[config.mk]
export PLATFORM = sky130hd
export DESIGN_NAME = ordered_list_append_remove
export DESIGN_NICKNAME = d
export VERILOG_FILES = /design/src/hdl/olar_pkg.sv /design/src/hdl/olar_cell.sv /design/src/hdl/olar_seq.sv /design/src/hdl/ordered_list_append_remove.sv
export SDC_FILE = /design/constraint.sdc
export NUM_CORES = 1
export LEC_CHECK = 0
export BUFFER_PORTS_ARGS = -buffer_cell sky130_fd_sc_hd__buf_2
export CAP_MARGIN = 25
export CORE_MARGIN = 2
export CORE_UTILIZATION = 47
export DETAILED_ROUTE_END_ITERATION = 12
export GPL_TIMING_DRIVEN = 0
export HOLD_SLACK_MARGIN = 0.02
export PLACE_DENSITY = 0.68
export REMOVE_ABC_BUFFERS = 1
export SYNTH_ARGS = -nofsm -noshare
export SYNTH_HDL_FRONTEND = slang
export SYNTH_SLANG_ARGS = --single-unit
export TNS_END_PERCENT = 10
[constraint.sdc]
create_clock -name clk -period 8.56 [get_ports clk]
set_input_delay 1.284 -clock clk [delete_from_list [all_inputs] [get_ports clk]]
set_output_delay 1.284 -clock clk [all_outputs]
set_load 0.01 [all_outputs]
[src/hdl/olar_pkg.sv]
`timescale 1ns / 1ps
// ----------------------------------------------------------------------------
// olar_pkg
// Shared types and codes for the ordered list with append and remove.
// ----------------------------------------------------------------------------
package olar_pkg;

  localparam int DATA_W = 32;
  localparam int CNT_W  = 6;

  // Action codes on the command channel
  localparam logic [1:0] ACT_APPEND  = 2'd0;
  localparam logic [1:0] ACT_REMOVE  = 2'd1;
  localparam logic [1:0] ACT_READOUT = 2'd2;

  // Result kinds
  localparam logic [1:0] KIND_APPEND_ACK = 2'd0;
  localparam logic [1:0] KIND_REMOVE_ACK = 2'd1;
  localparam logic [1:0] KIND_ENTRY      = 2'd2;
  localparam logic [1:0] KIND_END        = 2'd3;

  typedef enum logic [1:0] {
    S_IDLE,
    S_REMOVE,
    S_READOUT
  } state_t;

  // Command broadcast from the sequencer to every cell
  typedef struct packed {
    logic                     shift;
    logic                     load;
    logic [CNT_W-1:0]         load_idx;
    logic signed [DATA_W-1:0] load_data;
  } cell_cmd_t;

endpackage

[src/hdl/olar_cell.sv]
`timescale 1ns / 1ps
// ----------------------------------------------------------------------------
// olar_cell
// One list slot. Takes its right neighbor's word on a shift, or a new word
// when the load index names this slot.
// ----------------------------------------------------------------------------
module olar_cell
  import olar_pkg::*;
#(
  parameter int INDEX = 0
) (
  input  logic                     clk,
  input  cell_cmd_t                cmd,
  input  logic signed [DATA_W-1:0] right_in,
  output logic signed [DATA_W-1:0] data
);

  localparam logic [CNT_W-1:0] IDX = CNT_W'(INDEX);

  // Load wins over shift so the tail slot can take the recycled head
  always_ff @(posedge clk) begin
    if (cmd.load && (cmd.load_idx == IDX)) begin
      data <= cmd.load_data;
    end else if (cmd.shift) begin
      data <= right_in;
    end
  end

endmodule

[src/hdl/olar_seq.sv]
`timescale 1ns / 1ps
// ----------------------------------------------------------------------------
// olar_seq
// Sequencer: accepts commands, drives the cell chain, holds the result item.
// ----------------------------------------------------------------------------
module olar_seq
  import olar_pkg::*;
#(
  parameter int CAPACITY = 32
) (
  input  logic                     clk,
  input  logic                     rst,
  input  logic                     cmd_valid,
  output logic                     cmd_stall,
  input  logic [1:0]               action,
  input  logic signed [DATA_W-1:0] value,
  input  logic signed [DATA_W-1:0] head,
  output cell_cmd_t                cmd,
  output logic                     res_valid,
  input  logic                     res_stall,
  output logic [1:0]               kind,
  output logic signed [DATA_W-1:0] item_value,
  output logic                     found,
  output logic                     full_drop,
  output logic [CNT_W-1:0]         entry_count,
  output logic                     last
);

  localparam logic [CNT_W-1:0] CAP = CNT_W'(CAPACITY);

  state_t                   state, state_next;
  logic [CNT_W-1:0]         occ;
  logic [CNT_W-1:0]         steps;
  logic                     hit_seen;
  logic signed [DATA_W-1:0] key;

  logic                     slot_free;
  logic                     accept;
  logic                     step;
  logic                     hit;
  logic                     emit;
  logic [1:0]               emit_kind;
  logic signed [DATA_W-1:0] emit_value;
  logic                     emit_found;
  logic                     emit_drop;
  logic [CNT_W-1:0]         emit_count;
  logic                     emit_last;
  logic [CNT_W-1:0]         occ_next;

  assign slot_free = !res_valid || !res_stall;
  assign cmd_stall = !((state == S_IDLE) && slot_free);
  assign accept    = cmd_valid && !cmd_stall;
  assign hit       = !hit_seen && (head == key);

  // Next state
  always_comb begin
    state_next = state;
    case (state)
      S_IDLE: begin
        if (accept && (action == ACT_REMOVE)) begin
          state_next = S_REMOVE;
        end else if (accept && (action == ACT_READOUT)) begin
          state_next = S_READOUT;
        end
      end
      S_REMOVE: begin
        if ((steps == '0) && slot_free) state_next = S_IDLE;
      end
      S_READOUT: begin
        if ((steps == '0) && slot_free) state_next = S_IDLE;
      end
      default: state_next = S_IDLE;
    endcase
  end

  // Chain commands and result generation
  always_comb begin
    cmd        = '0;
    step       = 1'b0;
    emit       = 1'b0;
    emit_kind  = KIND_APPEND_ACK;
    emit_value = '0;
    emit_found = 1'b0;
    emit_drop  = 1'b0;
    emit_count = occ;
    emit_last  = 1'b1;
    occ_next   = occ;
    case (state)
      S_IDLE: begin
        if (accept && (action == ACT_APPEND)) begin
          emit = 1'b1;
          if (occ < CAP) begin
            cmd.load      = 1'b1;
            cmd.load_idx  = occ;
            cmd.load_data = value;
            occ_next      = occ + 1'b1;
          end else begin
            emit_drop = 1'b1;
          end
          emit_count = occ_next;
        end
      end
      S_REMOVE: begin
        if (steps != '0) begin
          // pop the head; recycle it to the tail unless it is the first match
          step      = 1'b1;
          cmd.shift = 1'b1;
          if (hit) begin
            occ_next = occ - 1'b1;
          end else begin
            cmd.load      = 1'b1;
            cmd.load_idx  = occ - 1'b1;
            cmd.load_data = head;
          end
        end else if (slot_free) begin
          emit       = 1'b1;
          emit_kind  = KIND_REMOVE_ACK;
          emit_found = hit_seen;
        end
      end
      S_READOUT: begin
        if (slot_free) begin
          emit = 1'b1;
          if (steps != '0) begin
            // emit the head and rotate it to the tail
            step          = 1'b1;
            cmd.shift     = 1'b1;
            cmd.load      = 1'b1;
            cmd.load_idx  = occ - 1'b1;
            cmd.load_data = head;
            emit_kind     = KIND_ENTRY;
            emit_value    = head;
            emit_last     = 1'b0;
          end else begin
            emit_kind = KIND_END;
          end
        end
      end
      default: ;
    endcase
  end

  // Control registers
  always_ff @(posedge clk) begin
    if (rst) begin
      state     <= S_IDLE;
      occ       <= '0;
      steps     <= '0;
      hit_seen  <= 1'b0;
      res_valid <= 1'b0;
    end else begin
      state <= state_next;
      occ   <= occ_next;
      if (accept) begin
        steps    <= occ;
        hit_seen <= 1'b0;
      end else if (step) begin
        steps <= steps - 1'b1;
        if ((state == S_REMOVE) && hit) hit_seen <= 1'b1;
      end
      if (emit) begin
        res_valid <= 1'b1;
      end else if (!res_stall) begin
        res_valid <= 1'b0;
      end
    end
  end

  // Result payload and remove key
  always_ff @(posedge clk) begin
    if (accept) key <= value;
    if (emit) begin
      kind        <= emit_kind;
      item_value  <= emit_value;
      found       <= emit_found;
      full_drop   <= emit_drop;
      entry_count <= emit_count;
      last        <= emit_last;
    end
  end

  a_occ_bound: assert property (@(posedge clk) disable iff (rst) occ <= CAP)
    else $error("occupancy above capacity");

  a_steps_bound: assert property (@(posedge clk) disable iff (rst)
    (state != S_IDLE) |-> (steps <= occ))
    else $error("pass counter exceeds occupancy");

  a_single_hit: assert property (@(posedge clk) disable iff (rst)
    (state == S_REMOVE) && hit_seen && (steps != '0) |-> (occ_next == occ))
    else $error("second entry removed in one pass");

  a_entry_not_last: assert property (@(posedge clk) disable iff (rst)
    res_valid && (kind == KIND_ENTRY) |-> !last)
    else $error("list entry flagged as last");

endmodule

[src/hdl/ordered_list_append_remove.sv]
`timescale 1ns / 1ps
// ----------------------------------------------------------------------------
// ordered_list_append_remove
// Fixed-capacity ordered list of signed words held in a chain of cells.
// ----------------------------------------------------------------------------
// channel  direction  handshake             payload
// command  in         cmd_valid / cmd_stall action, value
// result   out        res_valid / res_stall kind, item_value, found, full_drop,
//                                           entry_count, last
//
// An append's ack is loaded at the accept edge. A remove runs through the
// accept, one chain rotation per held entry, and the ack. A read-out runs
// through the same steps and gives count + 1 results, one entry per rotation
// and then the end marker.
// Reset clears the count and the sequencer; cell contents are not reset.
// A stalled result holds a read-out's rotation and blocks new commands.
// ----------------------------------------------------------------------------
module ordered_list_append_remove
  import olar_pkg::*;
#(
  parameter int CAPACITY = 32
) (
  input  logic                     clk,
  input  logic                     rst,
  input  logic                     cmd_valid,
  output logic                     cmd_stall,
  input  logic [1:0]               action,
  input  logic signed [DATA_W-1:0] value,
  output logic                     res_valid,
  input  logic                     res_stall,
  output logic [1:0]               kind,
  output logic signed [DATA_W-1:0] item_value,
  output logic                     found,
  output logic                     full_drop,
  output logic [CNT_W-1:0]         entry_count,
  output logic                     last
);

  cell_cmd_t                cmd;
  logic signed [DATA_W-1:0] cell_data [CAPACITY];

  olar_seq #(
    .CAPACITY (CAPACITY)
  ) u_seq (
    .clk         (clk),
    .rst         (rst),
    .cmd_valid   (cmd_valid),
    .cmd_stall   (cmd_stall),
    .action      (action),
    .value       (value),
    .head        (cell_data[0]),
    .cmd         (cmd),
    .res_valid   (res_valid),
    .res_stall   (res_stall),
    .kind        (kind),
    .item_value  (item_value),
    .found       (found),
    .full_drop   (full_drop),
    .entry_count (entry_count),
    .last        (last)
  );

  // Chain of slots, each shifting toward the head
  for (genvar i = 0; i < CAPACITY; i++) begin : g_cell
    logic signed [DATA_W-1:0] right_in;
    if (i == CAPACITY - 1) begin : g_tail
      assign right_in = cell_data[i];
    end else begin : g_body
      assign right_in = cell_data[i+1];
    end
    olar_cell #(
      .INDEX (i)
    ) u_cell (
      .clk      (clk),
      .cmd      (cmd),
      .right_in (right_in),
      .data     (cell_data[i])
    );
  end

endmodule

=== Yosys cells after proc, flatten, opt, wreduce, memory -nomap -nowiden ===
Index checks and enable logic that the tools add are counted.
Widths: inputs -> output; s select.

* Register bits: 1115
* Input bits: 38

* Bitwise logic cells: 2
* Reductions and logical operators: 92
* Equality and inequality tests: 41
* Order comparisons: 1
* $add $sub $neg: 3
* Multiplexer cells: 98

{| class="wikitable"
|+ Operators with widths
! cell !! count
|-
| $mux 32 || 62
|-
| $mux 40 || 3
|-
| $mux 39 || 3
|-
| $pmux 39 s3 || 1
|-
| $eq 6x5->1 const B || 16
|-
| $reduce_bool 2->1 || 33
|-
| $eq 6x4->1 const B || 8
|-
| $mux 6 || 7
|-
| $logic_and 1x1->1 || 40
|-
| $eq 32x32->1 || 1
|-
| $eq 6x3->1 const B || 4
|-
| $eq 6x2->1 const B || 2
|-
| $logic_not 6->1 || 2
|-
| $pmux 6 s2 || 1
|-
| $sub 6x1->6 const B || 2
|-
| $mux 1 || 11
|-
| $mux 2 || 5
|-
| $ne 2x1->1 const B || 4
|-
| $pmux 2 s2 || 2
|-
| $reduce_and 2->1 || 4
|-
| $add 6x1->6 const B || 1
|-
| $eq 6x1->1 const B || 1
|-
| $lt 6x6->1 const B || 1
|-
| $reduce_and 3->1 || 2
|-
| 12 further kinds || 21
|}

=== Logic depth before layout (Yosys ltp) ===
* Depth after elaboration: 10
* Mapped depth: 14

=== Hierarchy ===
A second synthesis with hierarchy kept.

* Cells, all modules: 2716
* Area total of the unflattened synthesis: 52330.2 um^2

{| class="wikitable"
|+ By module, submodules not included
! module !! area each (um^2) !! cells an instance !! seq. area each (um^2) !! times used
|-
| olar_cell (g_cell[16].u_cell ...) || 1506.4 || 70 || 960.9 || 7
|-
| olar_cell (g_cell[17].u_cell ...) || 1517.7 || 70 || 960.9 || 4
|-
| olar_cell (g_cell[1].u_cell ...) || 1515.2 || 71 || 960.9 || 4
|-
| olar_cell (g_cell[10].u_cell ...) || 1503.9 || 71 || 960.9 || 4
|-
| olar_cell (g_cell[11].u_cell ...) || 1501.4 || 71 || 960.9 || 4
|-
| olar_cell (g_cell[23].u_cell ...) || 1405.1 || 71 || 960.9 || 4
|-
| olar_seq || 4714.5 || 456 || 2572.5 || 1
|-
| olar_cell (g_cell[12].u_cell ...) || 1507.7 || 71 || 960.9 || 2
|-
| olar_cell (g_cell[0].u_cell) || 1496.4 || 71 || 960.9 || 1
|-
| olar_cell (g_cell[31].u_cell) || 1393.8 || 71 || 960.9 || 1
|-
| olar_cell (g_cell[15].u_cell) || 1391.3 || 70 || 960.9 || 1
|}

=== Worst setup path after synthesis ===
OpenSTA, ideal clock, no wires.

* Path type: input -> register
* From: input port cmd_valid
* To: register g_cell[31].u_cell.data[0] (enable)
* Setup time: 0.468 ns
* Arrival: 5.127 ns
* Path buffers: 0
* Cell stages on the path: 7
* Data required time: 8.092 ns
* Path slack: 2.965 ns
* Cell sequence: and2_1 > nand2_1 > or4_1 > o21ai_0 > nand2_1 > a311oi_1 > nor3b_1

* Word-level cells in the longest chain between the ends: 6

{| class="wikitable"
|+ Ends and longest elaborated chain
! item !! RTL line !! source
|-
| start, declared || ordered_list_append_remove.sv:25 || <nowiki>input logic cmd_valid,</nowiki>
|-
| $logic_and 1x1->1 * || olar_seq.sv:52 || <nowiki>assign accept = cmd_valid && !cmd_stall;</nowiki>
|-
| $logic_and 1x1->1 * || olar_seq.sv:90 || <nowiki>if (accept && (action == ACT_APPEND)) begin</nowiki>
|-
| $mux 39 * || olar_seq.sv:90 ||
|-
| $pmux 39 s3 * || olar_seq.sv:88 || <nowiki>case (state)</nowiki>
|-
| $eq 6x5->1 || olar_cell.sv:22 || <nowiki>if (cmd.load && (cmd.load_idx == IDX)) begin</nowiki>
|-
| $logic_and 1x1->1 * || olar_cell.sv:22 ||
|-
| end signal, assigned || olar_cell.sv:23 || <nowiki>data <= cmd.load_data;</nowiki>
|-
| end signal, assigned || olar_cell.sv:25 || <nowiki>data <= right_in;</nowiki>
|-
| end, declared || olar_cell.sv:15 || <nowiki>output logic signed [DATA_W-1:0] data</nowiki>
|}

Every way passes the cells marked *; elsewhere a longest branch is shown, timed or not.
A chain may end at the register's enable or synchronous reset.

=== Final worst setup path ===
* From: register g_cell[0].u_cell.data[26]
* To: register g_cell[11].u_cell.data[31] (enable)

* Word-level cells in the longest chain between the ends: 8

{| class="wikitable"
|+ Ends and longest elaborated chain
! item !! RTL line !! source
|-
| start, declared || olar_cell.sv:15 ||
|-
| start signal, assigned || olar_cell.sv:23 ||
|-
| start signal, assigned || olar_cell.sv:25 ||
|-
| $eq 32x32->1 * || olar_seq.sv:53 || <nowiki>assign hit = !hit_seen && (head == key);</nowiki>
|-
| $logic_and 1x1->1 * || olar_seq.sv:53 ||
|-
| $mux 39 * || olar_seq.sv:108 || <nowiki>if (hit) begin</nowiki>
|-
| $mux 40 * || olar_seq.sv:104 || <nowiki>if (steps != '0) begin</nowiki>
|-
| $pmux 39 s3 * || olar_seq.sv:88 ||
|-
| $eq 6x4->1 || olar_cell.sv:22 ||
|-
| $logic_and 1x1->1 * || olar_cell.sv:22 ||
|-
| $reduce_bool 2->1 (no source line) * || - ||
|-
| end signal, assigned || olar_cell.sv:23 ||
|-
| end signal, assigned || olar_cell.sv:25 ||
|-
| end, declared || olar_cell.sv:15 ||
|}

Marks and branches as above.

==> metrics.cfg <==
[clocking]
cts.sinks=1115
clk_path_buf_depth=3
clk_latency_ns=0.69
cts_hold_buf=0
cts-root-buf=clkbuf_16
cts_htree_levels=3
cts_buffers=111
cts_resized=0
clk_pin_slew_ns=0.06
post-cts-setup-buffer-count=0
cts_tree=done

[setup_path]
cp_max_fo=36
r2r_slack_ns=2.12
arrival_ns=6.73
cp-start-kind=flip-flop
cp-end-kind=flip-flop
crit_required_ns=8.85
path_class=reg2reg

[placement]
gp_congestion=0.858
dpl-instance-area_um2=51300
place_hpwl_um=61600
io_buffers=82
place_inst=4094

[synth]
syn_area_per_cell_um2=17.3
synth_xor_area_share_pct=0.744
synth_fa_ha_area_share_pct=0.207
seq_area_frac_synth_pct=69.0
synth_top_family_by_area=multiplexers
synth_area_leaders=edfxtp_1, mux2_2, mux2_1, clkbuf_1, nand2_1
synthSimpleGateAreaFrac_pct=3.15
ys_types=70
synthMuxAreaShare_pct=23.2
synth_top_cell_area_share_pct=68.3
yosys_most_used_dff=edfxtp_1
ys_ff_latch=1115
synthCells=2789
synth_enable_flop_cells=1099
ys_warn_count=0
synth_compound_area_share_pct=1.33
syn_area_um2=48300
synth_top_cell_by_area=edfxtp_1
async_flop_share_pct=0

[drt]
wl_per_cell_um=21.9
drcViolationCount=0
vias=24000
drt-total-wl_um=94000
avgViaCountPerCell=5.58
drt_iter0_drc=1715
drtAntennaViolNets=0
firstDrtPassIters=7

[power]
powerDensity_nw_per_um2=216
power.internal_mw=9.26
p_leak_nw=17.8
p_total_mw=11.9
seq_power_share_pct=52.4
comb_power_share_pct=6.5
peakVddDrop_mv=0.157
swShare_pct=22.0
pwr-share-clk_pct=41.0
power.switching_mw=2.61

[layout]
nNetsFinal=2886
area_delta_synth_final_pct=13.7
fin_cells=4299
fin_area_um2=54900
num-fill-cells=7981
layout_commonest_cell=edfxtp_1
layout-drive-gt1-share_pct=46.1
antenna_cells=0
final_cell_mix=edfxtp_1, mux2_2, clkbuf_16, nand2_1

[sta]
setup_viol=0
rsz0062_at_grt=no
max_freq_mhz=155
tightestPinTransition_ns=1.02
whs_ns=0.523
finalCritPeriodShare_pct=75.2
finalClockSkew_ns=0.0192
max_slew_margin_pct=31.4
finalHoldViolations=0
min_period_ns=6.44
drv_slew=0

[global_routing]
grt_start_max_net_pins=48
grt_pass1_vias=25600
grt_overflow_total=0
grt_pass1_wl_um=150000
gr-usage-all-layers_pct=17.9
antenna_found_initial=1

[floorplan]
die_h_um=325
dieArea_um2=105000
start_util_pct=47.4
fp-row-count=117
core_um2=102000
pin_count=83
fp.dieW_um=325

[flow_run]
maxCapViolations=0

[min_path]
hold_path_class=reg2reg

[status]
outcome=complete, no violations

==> Yosys cell counts (all sizes together) (13+ instances only) <==
master / count
edfxtp: 1099
mux2: 994
clkbuf: 142
nand2: 115
buf: 97
a21oi: 42
and2: 34
xor2: 31
nor2: 30
nand2b: 21
o21ai: 21
dfxtp: 16
nor4: 15
inv: 13
==> kinds of logic after synthesis <==
| group | count (synthesis) |
|---|---|
| mux | 995 |
| fa+ha+maj | 8 |
| compound gates | 102 |
| buf+inv | 252 |
| simple gates | 276 |
| flops | 1115 |
| xor+xnor | 41 |
==> final timing paths <==
| kind | from | to | depth (start not counted) |
|---|---|---|---|
| max | g_cell[0].u_cell.data[26]$_DFFE_PP_ | g_cell[11].u_cell.data[31]$_DFFE_PP_ | 8 |
| min | g_cell[22].u_cell.data[24]$_DFFE_PP_ | g_cell[21].u_cell.data[24]$_DFFE_PP_ | 1 |
| max reg2reg | g_cell[0].u_cell.data[26]$_DFFE_PP_ | g_cell[11].u_cell.data[31]$_DFFE_PP_ | 8 |
| min reg2reg | g_cell[22].u_cell.data[24]$_DFFE_PP_ | g_cell[21].u_cell.data[24]$_DFFE_PP_ | 1 |
==> cell type report <==
type	count	area, um2	area share, %
clock buffer	140	2960	5.39
sequential	1115	33300	60.7
multi-input combinational	1422	14200	25.9
inverter	13	48.8	0.0889
clock inverter	64	666	1.21
tap	1368	1710	3.12
timing repair buffer	177	2000	3.65
==> sequential cells by signal, summed over array words and instances, names as in the netlist, 2 cells and up <==
register,count
u_seq.item_value,32
u_seq.state,2
g_cell.u_cell.data,1024
u_seq.key,32
u_seq.entry_count,6
u_seq.kind,2
u_seq.steps,6
u_seq.occ,6
==> power groups by stage <==
stage	sequential (mW)	combinational, mW	clock (mW)
6_report	6.22	0.776	4.87
5_1_grt	6.24	0.843	5.18
2_1_floorplan	6.33	0.424	0
3_5_place_dp	6.34	0.774	0
3_3_place_gp	6.34	0.670	0
4_1_cts	6.22	0.779	4.97
==> metrics by stage <==
stage | setup TNS [ns] | util [%] | worst slack [ns]
2_1_floorplan | 0 | - | 1.85
3_3_place_gp | -583.37 | 48.4 | -2.87
3_5_place_dp | 0 | 50.3 | 2.23
4_1_cts | 0 | 53.9 | 2.19
5_1_grt | 0 | 53.9 | 1.79
6_report | 0 | 53.9 | 2.12
==> critical path, stage by stage, from the launching register on <==
cell and delay [ns]:
edfxtp_1 0.50, xor2_1 0.18, nor4_1 0.88, nand4_1 0.52
nor4_4 0.71, nor2_4 0.32, a211oi_1 0.89, nand3_2 0.98
nand2_2 1.02
==> layer usage <==
metal	GRT usage, %	wire length [um]	up-vias
met5	0	0	-
met4	6.16	2990	0
met3	2.67	3650	168
met2	30.4	46300	485
met1	23.4	41100	12500
li1	-	-	10800
(Power assumes the default switching activity.)
